`src/rvr_pkg.sv`:
```
// Package for the rotor vector rotation block.
// Holds fixed widths and the control struct shared by the divider stages.
// No dependencies.
package rvr_pkg;

  // Rotor parts are signed Q2.14.
  localparam int unsigned ROTOR_W = 16;
  // Squared magnitude: sum of four squares of 16-bit values.
  localparam int unsigned MAG_W = 2 * ROTOR_W + 1;
  localparam int unsigned LANES = 3;

  // Per-item flags that ride along with the divider stages.
  typedef struct packed {
    logic             zero;
    logic [LANES-1:0] neg;
    logic [LANES-1:0] ovf;
  } rvr_ctrl_t;

endpackage

```
`src/rvr_div_step.sv`:
```
// One restoring-division stage: resolves quotient bit SHIFT for all three lanes.
// Depends on rvr_pkg.
module rvr_div_step #(
  parameter int unsigned VECTOR_WIDTH = 16,
  parameter int unsigned NUM_W = 52,
  parameter int unsigned SHIFT = 0
) (
  input  logic                                       clk,
  input  logic                                       rst,
  input  logic                                       en,
  input  logic                                       v_in,
  input  logic [rvr_pkg::LANES-1:0][NUM_W-1:0]       rem_in,
  input  logic [rvr_pkg::LANES-1:0][VECTOR_WIDTH:0]  quot_in,
  input  logic [rvr_pkg::MAG_W-1:0]                  mag_in,
  input  rvr_pkg::rvr_ctrl_t                         ctrl_in,
  output logic                                       v_out,
  output logic [rvr_pkg::LANES-1:0][NUM_W-1:0]       rem_out,
  output logic [rvr_pkg::LANES-1:0][VECTOR_WIDTH:0]  quot_out,
  output logic [rvr_pkg::MAG_W-1:0]                  mag_out,
  output rvr_pkg::rvr_ctrl_t                         ctrl_out
);
  import rvr_pkg::*;

  logic [NUM_W-1:0]                      divisor;
  logic [LANES-1:0][NUM_W-1:0]           rem_next;
  logic [LANES-1:0][VECTOR_WIDTH:0]      quot_next;

  assign divisor = NUM_W'(mag_in) << SHIFT;

  always_comb begin
    for (int l = 0; l < LANES; l++) begin
      rem_next[l]  = rem_in[l];
      quot_next[l] = quot_in[l];
      if (rem_in[l] >= divisor) begin
        rem_next[l]        = rem_in[l] - divisor;
        quot_next[l][SHIFT] = 1'b1;
      end
    end
  end

  always_ff @(posedge clk) begin
    if (rst) begin
      v_out <= 1'b0;
    end else if (en) begin
      v_out <= v_in;
    end
  end

  always_ff @(posedge clk) begin
    if (en) begin
      rem_out  <= rem_next;
      quot_out <= quot_next;
      mag_out  <= mag_in;
      ctrl_out <= ctrl_in;
    end
  end
endmodule

```
`config.mk`:
```
export PLATFORM = sky130hd
export DESIGN_NAME = rvr_div_step
export DESIGN_NICKNAME = d
export VERILOG_FILES = /design/src/rvr_pkg.sv /design/src/rvr_div_step.sv
export SDC_FILE = /design/constraint.sdc
export NUM_CORES = 1
export LEC_CHECK = 0
export BUFFER_PORTS_ARGS = -buffer_cell sky130_fd_sc_hd__clkbuf_2
export CAP_MARGIN = 20
export CORE_AREA = 2 2 195 197
export DETAILED_ROUTE_END_ITERATION = 7
export DIE_AREA = 0 0 197 199
export PLACE_DENSITY = 0.69
export SKIP_LAST_GASP = 1
export SLEW_MARGIN = 40
export SYNTH_ARGS = -nofsm -noshare
export SYNTH_HDL_FRONTEND = slang
export SYNTH_SLANG_ARGS = --single-unit
```
`constraint.sdc`:
```
create_clock -name clk -period 4.45 [get_ports clk]
set_clock_uncertainty 0.15 [all_clocks]
set_input_delay 0.445 -clock clk [delete_from_list [all_inputs] [get_ports clk]]
set_output_delay 0.445 -clock clk [all_outputs]
set_load 0.03 [all_outputs]
```
**Word level (Yosys, flattened, before mapping)**

Cells that the tools add are included.

- Add/subtract/negate cells: 3
- Magnitude comparators: 3
- Mux-type cells: 3

Operators with widths:

| kind | number |
|---|---|
| $ge A52 B33 Y1 | 3 |
| $mux W52 | 3 |
| $sub A52 B33 Y52 | 3 |

- Flip-flop bits (word level): 248
- Bits of input ports: 251
- Word-level logic and storage cells: 23

**Longest topological paths before layout**

Gate-level depths: netlist of the first run.

- Depth after elaboration: 2
- Depth in mapped cells: 13
- Gate-level depth less buffers: 12

**Worst setup path after synthesis of the first run**

Ideal clock, no wire load.

- Kind: input to register
- Start: input port rem_in[104] in the netlist's numbering
- End: register rem_out[152] in the netlist's numbering (data pin)
- Arrival time: 3128 ps
- Required time: 4028 ps
- Slack: 900 ps
- Stages: 12
- Buffers on the path: 0
- Cells stage by stage: inv_1 ha_1 fa_1 nand2b_1 a21oi_1 a21oi_1 a21oi_1 a21boi_0 o21ba_4 or4_4 a2111oi_2 xor2_1

RTL lines:

| element | RTL line | text |
|---|---|---|
| start, declared | rvr_div_step.sv:12 | `input logic [rvr_pkg::LANES-1:0][NUM_W-1:0] rem_in,` |
| end signal, assigned | rvr_div_step.sv:51 | `rem_out <= rem_next;` |
| end, declared | rvr_div_step.sv:17 | `output logic [rvr_pkg::LANES-1:0][NUM_W-1:0] rem_out,` |

==> results of run 1 <==
-- flip-flops by register name, indices dropped and copies added, names as in the netlist --
signal    flops
mag_out      33
ctrl_out      7
quot_out     51
v_out         1
rem_out     156
-- cell type report --
class	count	area share
well taps	474	0.0285
repair buffers	614	0.176
clock buffers	34	0.0358
diodes	1	0.000120
multi-input cells	1199	0.384
flip-flops and latches	248	0.358
clock inverters	18	0.00578
inverters	70	0.0126
-- power breakdown --
group | leakage (uW) | internal, uW | switching, uW
combinational | 0.00607 | 772 | 1520
clock | 0.000413 | 1240 | 968
sequential | 0.00243 | 2910 | 92.1
-- worst register-to-register path: stages (launching register included) --
cell	delay [ns]
dfxtp_1	0.31
mux2i_1	0.17
nor2_1	0.05
dlygate4sd3_1	0.57
-- routing by layer --
layer,up-vias,part of all wire,GRT usage
li1,7058,-,-
met1,7064,0.41,0.350
met2,554,0.49,0.493
met3,109,0.063,0.0437
met4,0,0.037,0.109
met5,-,0,0
-- worst max path at each step --
stage                      from           end  slack, ns  depth (start not counted)
floorplan           rem_in[104]  rem_out[152]       0.90                         12
global placement     mag_in[17]   rem_out[93]       0.35                         12
detailed placement   mag_in[17]   rem_out[93]       0.31                         12
CTS                   mag_in[0]  rem_out[152]       0.35                         13
global route          mag_in[0]   rem_out[46]       0.02                         14
finish                mag_in[0]  rem_out[152]       0.29                         13
-- what timing repair did --
item | CTS | global route
hold buffers | 91 | 0
hold endpoints to repair | 90 | 0
gates resized for setup | 0 | 1
setup endpoints to repair | 0 | 1
-- cell usage after synthesis, types with 5 or more instances --
library cell	number	area, sq um
or4_1	14	105
nand2_1	125	469
inv_1	70	263
or3_1	16	100
nor2b_1	15	93.8
o211ai_1	14	105
clkbuf_1	43	161
nor3b_1	7	52.6
a21o_1	43	323
nor4_1	19	119
ha_1	99	1240
and4_1	5	43.8
xnor2_1	85	744
nand4_1	29	181
buf_1	5	18.8
and2_1	13	81.3
a211oi_1	15	113
o311ai_0	5	43.8
and3_1	11	68.8
o31ai_1	9	67.6
edfxtp_1	247	7420
a31oi_1	17	106
mux2_2	10	113
a21oi_1	165	826
xor2_1	57	499
nand3_1	32	160
nor3_1	35	175
o21a_1	12	90.1
nand3b_1	5	37.5
nor2_1	138	518
nand2b_1	23	144
o21bai_1	17	128
o21ai_0	87	435
buf_2	10	50.1
or2_2	6	37.5
-- metrics by stage --
step	hold WS [ns]	cells	total power, uW	utilization
global placement	0.325	2513	5240	0.511
floorplan	0.367	1578	4450	-
detailed placement	0.341	2513	5250	0.511
finish	0.0196	2658	7510	0.559
CTS	0.00750	2656	7530	0.558
global route	0.0287	2658	7820	0.559
-- kinds of logic (layout without fill, tap and decap cells) --
| logic type | count (synthesis) | in the layout |
|---|---|---|
| simple gates | 506 | 506 |
| compound gates | 437 | 437 |
| flops | 248 | 248 |
| xor+xnor | 142 | 142 |
| buf+inv | 131 | 736 |
| fa+ha+maj | 102 | 102 |
| mux | 12 | 12 |
| other cells | 0 | 1 |
==> impl_metrics.tcl, run 1 <==
set metrics [dict create \
    status "finished, final reports clean" \
    slew_viol_final 0 \
    grt_overflow_total 0 \
    arrival_ns 4.30 \
    dpl.hpwl_mm 45.0 \
    syn_avg_cell_area_sq_um 10.1 \
    tightest_slew_ns 0.792 \
    drt_wl_total_mm 57.4 \
    gp_congestion 0.876 \
    syn_area_sq_um 15900 \
    max_freq_ghz 0.240 \
    drt_iter0_drc 933 \
    critPathLaunchType "primary input" \
    ys_seq_area_frac 0.468 \
    critPathCaptureType "register" \
    synth_top_family_by_area "compound AO/OA/AOI/OAI gates" \
    crit_top_cell "a21oi_1" \
    drc 0 \
    drt.antenna.violating_nets 0 \
    place_ws_ns 0.305 \
    reg2reg_from "v_out" \
    min_period_over_period 0.934 \
    synth_seq_cells 248 \
    final_common_cell "clkbuf_2" \
    die_area_sq_um 39200 \
    cts_tree "yes" \
    post-cts-setup-buffers 0 \
    numClockSinks 248 \
    crit_family "compound AO/OA/AOI/OAI gates" \
    fp.dieH_um 199 \
    die_w_um 197 \
    yosys_warnings 0 \
    synth_adder_area_share 0.0817 \
    clockBufferDepth 3 \
    final_cell_mix "clkbuf_2 (497), edfxtp_1 (247), a21oi_1 (165)" \
    synth-simple-area-share 0.159 \
    worstHoldStart "rem_in[78]" \
    multi_input_area_sq_um 7970 \
    setup_tns_ns 0 \
    max_slew_margin 0.465 \
    area_growth_pct 30.7 \
    p_leak_uw 0.00891 \
    io_buffers 498 \
    setup_viol 0 \
    rsz0062_at_grt "false" \
    timing.final.crit_period_ns 4.16 \
    synth_cells 1578 \
    hp-class "primary input to register" \
    crit_fanout 6 \
    grt_pass1_wl_mm 84.8 \
    synth-edff-count 247 \
    nFillCells 3334 \
    core-area_sq_um 37100 \
    powerDensity_nw_per_um2 362 \
    grt_use_total 0.282 \
    synth_fp_nets 1931 \
    rows 71 \
    ir_drop_v 0.000255 \
    detail_route.wl_per_cell_um 21.6 \
    drv_cap 0 \
    cp_cell_sequence "dlygate4sd3_1 -> clkbuf_2 -> ha_1 -> fa_1 -> nand2b_1 -> a21oi_1 -> a21oi_1 -> a21oi_1 -> a21boi_0 -> o21ba_4 -> or4_4 -> a2111oi_2 -> xor2_1" \
    cp_num_buf_inv 2 \
    regArea_sq_um 7440 \
    crit_type "primary input to register" \
    hold_end "rem_out[78]" \
    async_reset_ff_frac 0 \
    cts_made_buffers 29 \
    r2r_slack_ns 3.08 \
    firstDrtPassIters 5 \
    pin_count 499 \
    root_buffer "clkbuf_16" \
    reg2reg_to "v_out" \
    synth_compound_area_frac 0.173 \
    synth.distinct_cells 78 \
    antenna_found_initial 1 \
    setup_ws_ns 0.292 \
    synth_xor_area_frac 0.0782 \
    final_net_count 2515 \
    clk_pin_slew_ns 0.06 \
    synth_mux_area_frac 0.00834 \
    drive_gt1_frac 0.274 \
    htree_num_levels 1 \
    place_area_sq_um 19000 \
    min_path_cells 3 \
    first_global_vias 14500 \
    viasPerCell 5.56 \
    slowest_stage "dlygate4sd3_1" \
    via_count 14800 \
    cp_slowest_stage_delay_ns 0.54 \
    crit_required_ns 4.59 \
    fin_area_sq_um 20800 \
    grt_max_degree 116 \
    start_util 0.428 \
    ff2ff_path_depth 3 \
    hold_viol 0 \
    synth-main-ff-cell "edfxtp_1" \
    clock_latency_ns 0.55 \
]
No activity file was read; power rests on OpenSTA's default activity.
==> run 2: changes to the inputs <==
--- a/config.mk
+++ b/config.mk
@@ -5,14 +5,16 @@
 export SDC_FILE = /design/constraint.sdc
 export NUM_CORES = 1
 export LEC_CHECK = 0
+export ABC_AREA = 1
 export BUFFER_PORTS_ARGS = -buffer_cell sky130_fd_sc_hd__clkbuf_2
 export CAP_MARGIN = 20
-export CORE_AREA = 2 2 195 197
+export CORE_MARGIN = 2
+export CORE_UTILIZATION = 55
 export DETAILED_ROUTE_END_ITERATION = 7
-export DIE_AREA = 0 0 197 199
-export PLACE_DENSITY = 0.69
+export PLACE_DENSITY = 0.82
 export SKIP_LAST_GASP = 1
 export SLEW_MARGIN = 40
 export SYNTH_ARGS = -nofsm -noshare
 export SYNTH_HDL_FRONTEND = slang
 export SYNTH_SLANG_ARGS = --single-unit
+export TNS_END_PERCENT = 100
==> run 2 against run 1 <==
The run now ends with DRC left. Count of clock-buffer cells in the layout down 2. Wire length up 39%. First-iteration DRC count up 110%. Total power up 6.8%. Clock power up 6%. Final cell count up 62%. Critical path type unchanged. Synthesized area up 31%. Largest cell class unchanged.
==> impl_metrics.tcl, run 2 <==
set metrics [dict create \
    status "finished, violations left" \
    violations "DRC" \
    grt_overflow_total 0 \
    utilization 0.684 \
    rsz0062_at_grt "false" \
    htree_num_levels 1 \
    numClockSinks 248 \
    synth-main-ff-cell "edfxtp_1" \
    nFillCells 3426 \
    die_w_um 199 \
    firstDrtPassIters 8 \
    io_buffers 498 \
    ys_seq_area_frac 0.356 \
    post-cts-setup-buffers 0 \
    crit_type "primary input to register" \
    r2r_slack_ns 3.62 \
    hp-class "primary input to register" \
    max_freq_ghz 0.284 \
    gp_congestion 1.05 \
    clock_latency_ns 0.55 \
    syn_avg_cell_area_sq_um 6.61 \
    arrival_ns 3.77 \
    cts_made_buffers 27 \
    clockBufferDepth 3 \
    via_count 22400 \
    powerDensity_nw_per_um2 312 \
    clk_pin_slew_ns 0.06 \
    final_net_count 4112 \
    start_util 0.556 \
    yosys_warnings 0 \
    largestRegisters "rem_out (156), quot_out (51), mag_out (33)" \
    slew_viol_final 0 \
    multi_input_area_sq_um 10800 \
    drive_gt1_frac 0.173 \
    setup_ws_ns 0.930 \
    async_reset_ff_frac 0 \
    pin_count 499 \
    syn_area_sq_um 20900 \
    grt_pass1_wl_mm 117 \
    reg2reg_from "v_out" \
    viasPerCell 5.22 \
    synth_cells 3163 \
    yosys.area.top_type "edfxtp_1" \
    place_ws_ns 1.03 \
    startpoint "mag_in[19]" \
    synth-edff-count 247 \
    cp_cell_sequence "dlygate4sd3_1 -> clkbuf_2 -> inv_1 -> ha_1 -> nand2_1 -> inv_1 -> nand2_1 -> nand2_1 -> a21oi_1 -> nand3_1 -> nand2_2 -> nand2_8 -> inv_6 -> nand2_1 -> o21ai_2" \
    antenna_found_initial 5 \
    min_period_over_period 0.791 \
    cts_tree "yes" \
    synth.distinct_cells 42 \
    grt_max_degree 118 \
    ff2ff_path_depth 2 \
    critPathCaptureType "register" \
    drc 2 \
    ir_drop_v 0.000287 \
    first_global_vias 20900 \
    area_growth_pct 23.0 \
    slowest_stage "dlygate4sd3_1" \
    timing.final.crit_period_ns 3.52 \
    root_buffer "clkbuf_16" \
    regArea_sq_um 7440 \
    p_leak_uw 0.0139 \
    setup_viol 0 \
    grt_use_total 0.395 \
    final_cell_mix "nand2_1 (1,313), inv_1 (640), clkbuf_2 (497)" \
    crit_top_cell "nand2_1" \
    die_area_sq_um 39600 \
    setup_tns_ns 0 \
    cp_slowest_stage_delay_ns 0.54 \
    crit_required_ns 4.70 \
    yosys-top-cells-area "edfxtp_1 (35%), nand2_1 (24%), inv_1 (11%), ha_1 (5.9%), nor2_1 (4.7%)" \
    dpl.hpwl_mm 64.3 \
    synth_fp_nets 3516 \
    tightest_slew_ns 0.800 \
    yosysTopAreaCellShare 0.355 \
    synth_seq_cells 248 \
    max_slew_margin 0.462 \
    drt.antenna.violating_nets 0 \
    crit_fanout 62 \
    rows 71 \
    core-area_sq_um 37600 \
    final_common_cell "nand2_1" \
    reg2reg_to "v_out" \
    synth_top_cells_by_count "nand2_1 (1,313), inv_1 (640), nor2_1 (260), edfxtp_1 (247), nand3_1 (191)" \
    detail_route.wl_per_cell_um 18.6 \
    largest_register "rem_out" \
    holdWs_ns 0.0305 \
    drt_wl_total_mm 79.6 \
    largest_reg_flops 156 \
    drv_cap 0 \
    p_total_uw 8020 \
    drt_iter0_drc 1947 \
    fp.dieH_um 199 \
    crit_end "rem_out[62]" \
    hold_viol 0 \
    critPathLaunchType "primary input" \
    yosysMostFrequentCell "nand2_1" \
]
run 2: layout make-up:
class / instances / area share
Clock buffer: 32 / 0.0270
Sequential cell: 248 / 0.289
Multi-Input combinational cell: 2240 / 0.419
Inverter: 648 / 0.0950
Clock inverter: 17 / 0.00832
Tap cell: 511 / 0.0249
Antenna cell: 3 / 0.000292
Timing Repair Buffer: 594 / 0.136
run 2: critical path, delay by kind of cell:
kind            cells  cell delay, ns
buf+inv             5            1.49
simple gates        7            1.14
fa+ha+maj           1            0.36
compound gates      2            0.27
run 2: cells by family (layout without fill, tap and decap cells):
family	after synthesis	in the layout	share of synthesized area
AND/OR/NAND/NOR	1930	1930	0.382
buffers and inverters	675	1291	0.129
flip-flops	248	248	0.356
AO/OA/AOI/OAI	150	150	0.0471
adder cells (fa/ha/maj)	102	102	0.0621
XOR/XNOR	57	57	0.0239
multiplexers	1	1	0.000479
other	0	3	0
run 2: through the flow:
step                cells  instance area, sq um
floorplan            3163                 20900
global placement     4149                 23800
detailed placement   4149                 23800
CTS                  4289                 25700
global route         4293                 25700
finish               4293                 25700
run 2: per-layer routing:
metal / share of wire / GRT usage / wire (um)
met2: 0.45 / 0.643 / 36100
met3: 0.086 / 0.0719 / 6860
met5: 0.00039 / 0 / 31
met1: 0.39 / 0.485 / 31100
met4: 0.069 / 0.248 / 5520
run 2: repair_timing:
| item | in CTS | in global routing |
|---|---|---|
| endpoints found under the hold margin | 91 | 0 |
| hold buffers | 91 | 0 |
| gates resized for setup | 0 | 0 |
| endpoints found under the setup margin | 0 | 0 |
run 2: where the power goes:
| part | switching (uW) | leakage, uW | total [uW] | internal [uW] |
|---|---|---|---|---|
| combinational | 1880 | 0.0110 | 2670 | 786 |
| sequential | 102 | 0.00243 | 3000 | 2900 |
| clock | 954 | 0.000441 | 2350 | 1400 |
| total | 2940 | 0.0139 | 8020 | 5080 |
run 2: worst min path at each step:
stage / start / end / cells past startpoint
after CTS: rem_in[111] / rem_out[111] / 3
after detailed placement: v_out / v_out / 2
after global placement: v_out / v_out / 2
after global routing: rem_in[106] / rem_out[106] / 3
after floorplan: rst / v_out / 1
final: rem_in[111] / rem_out[111] / 3
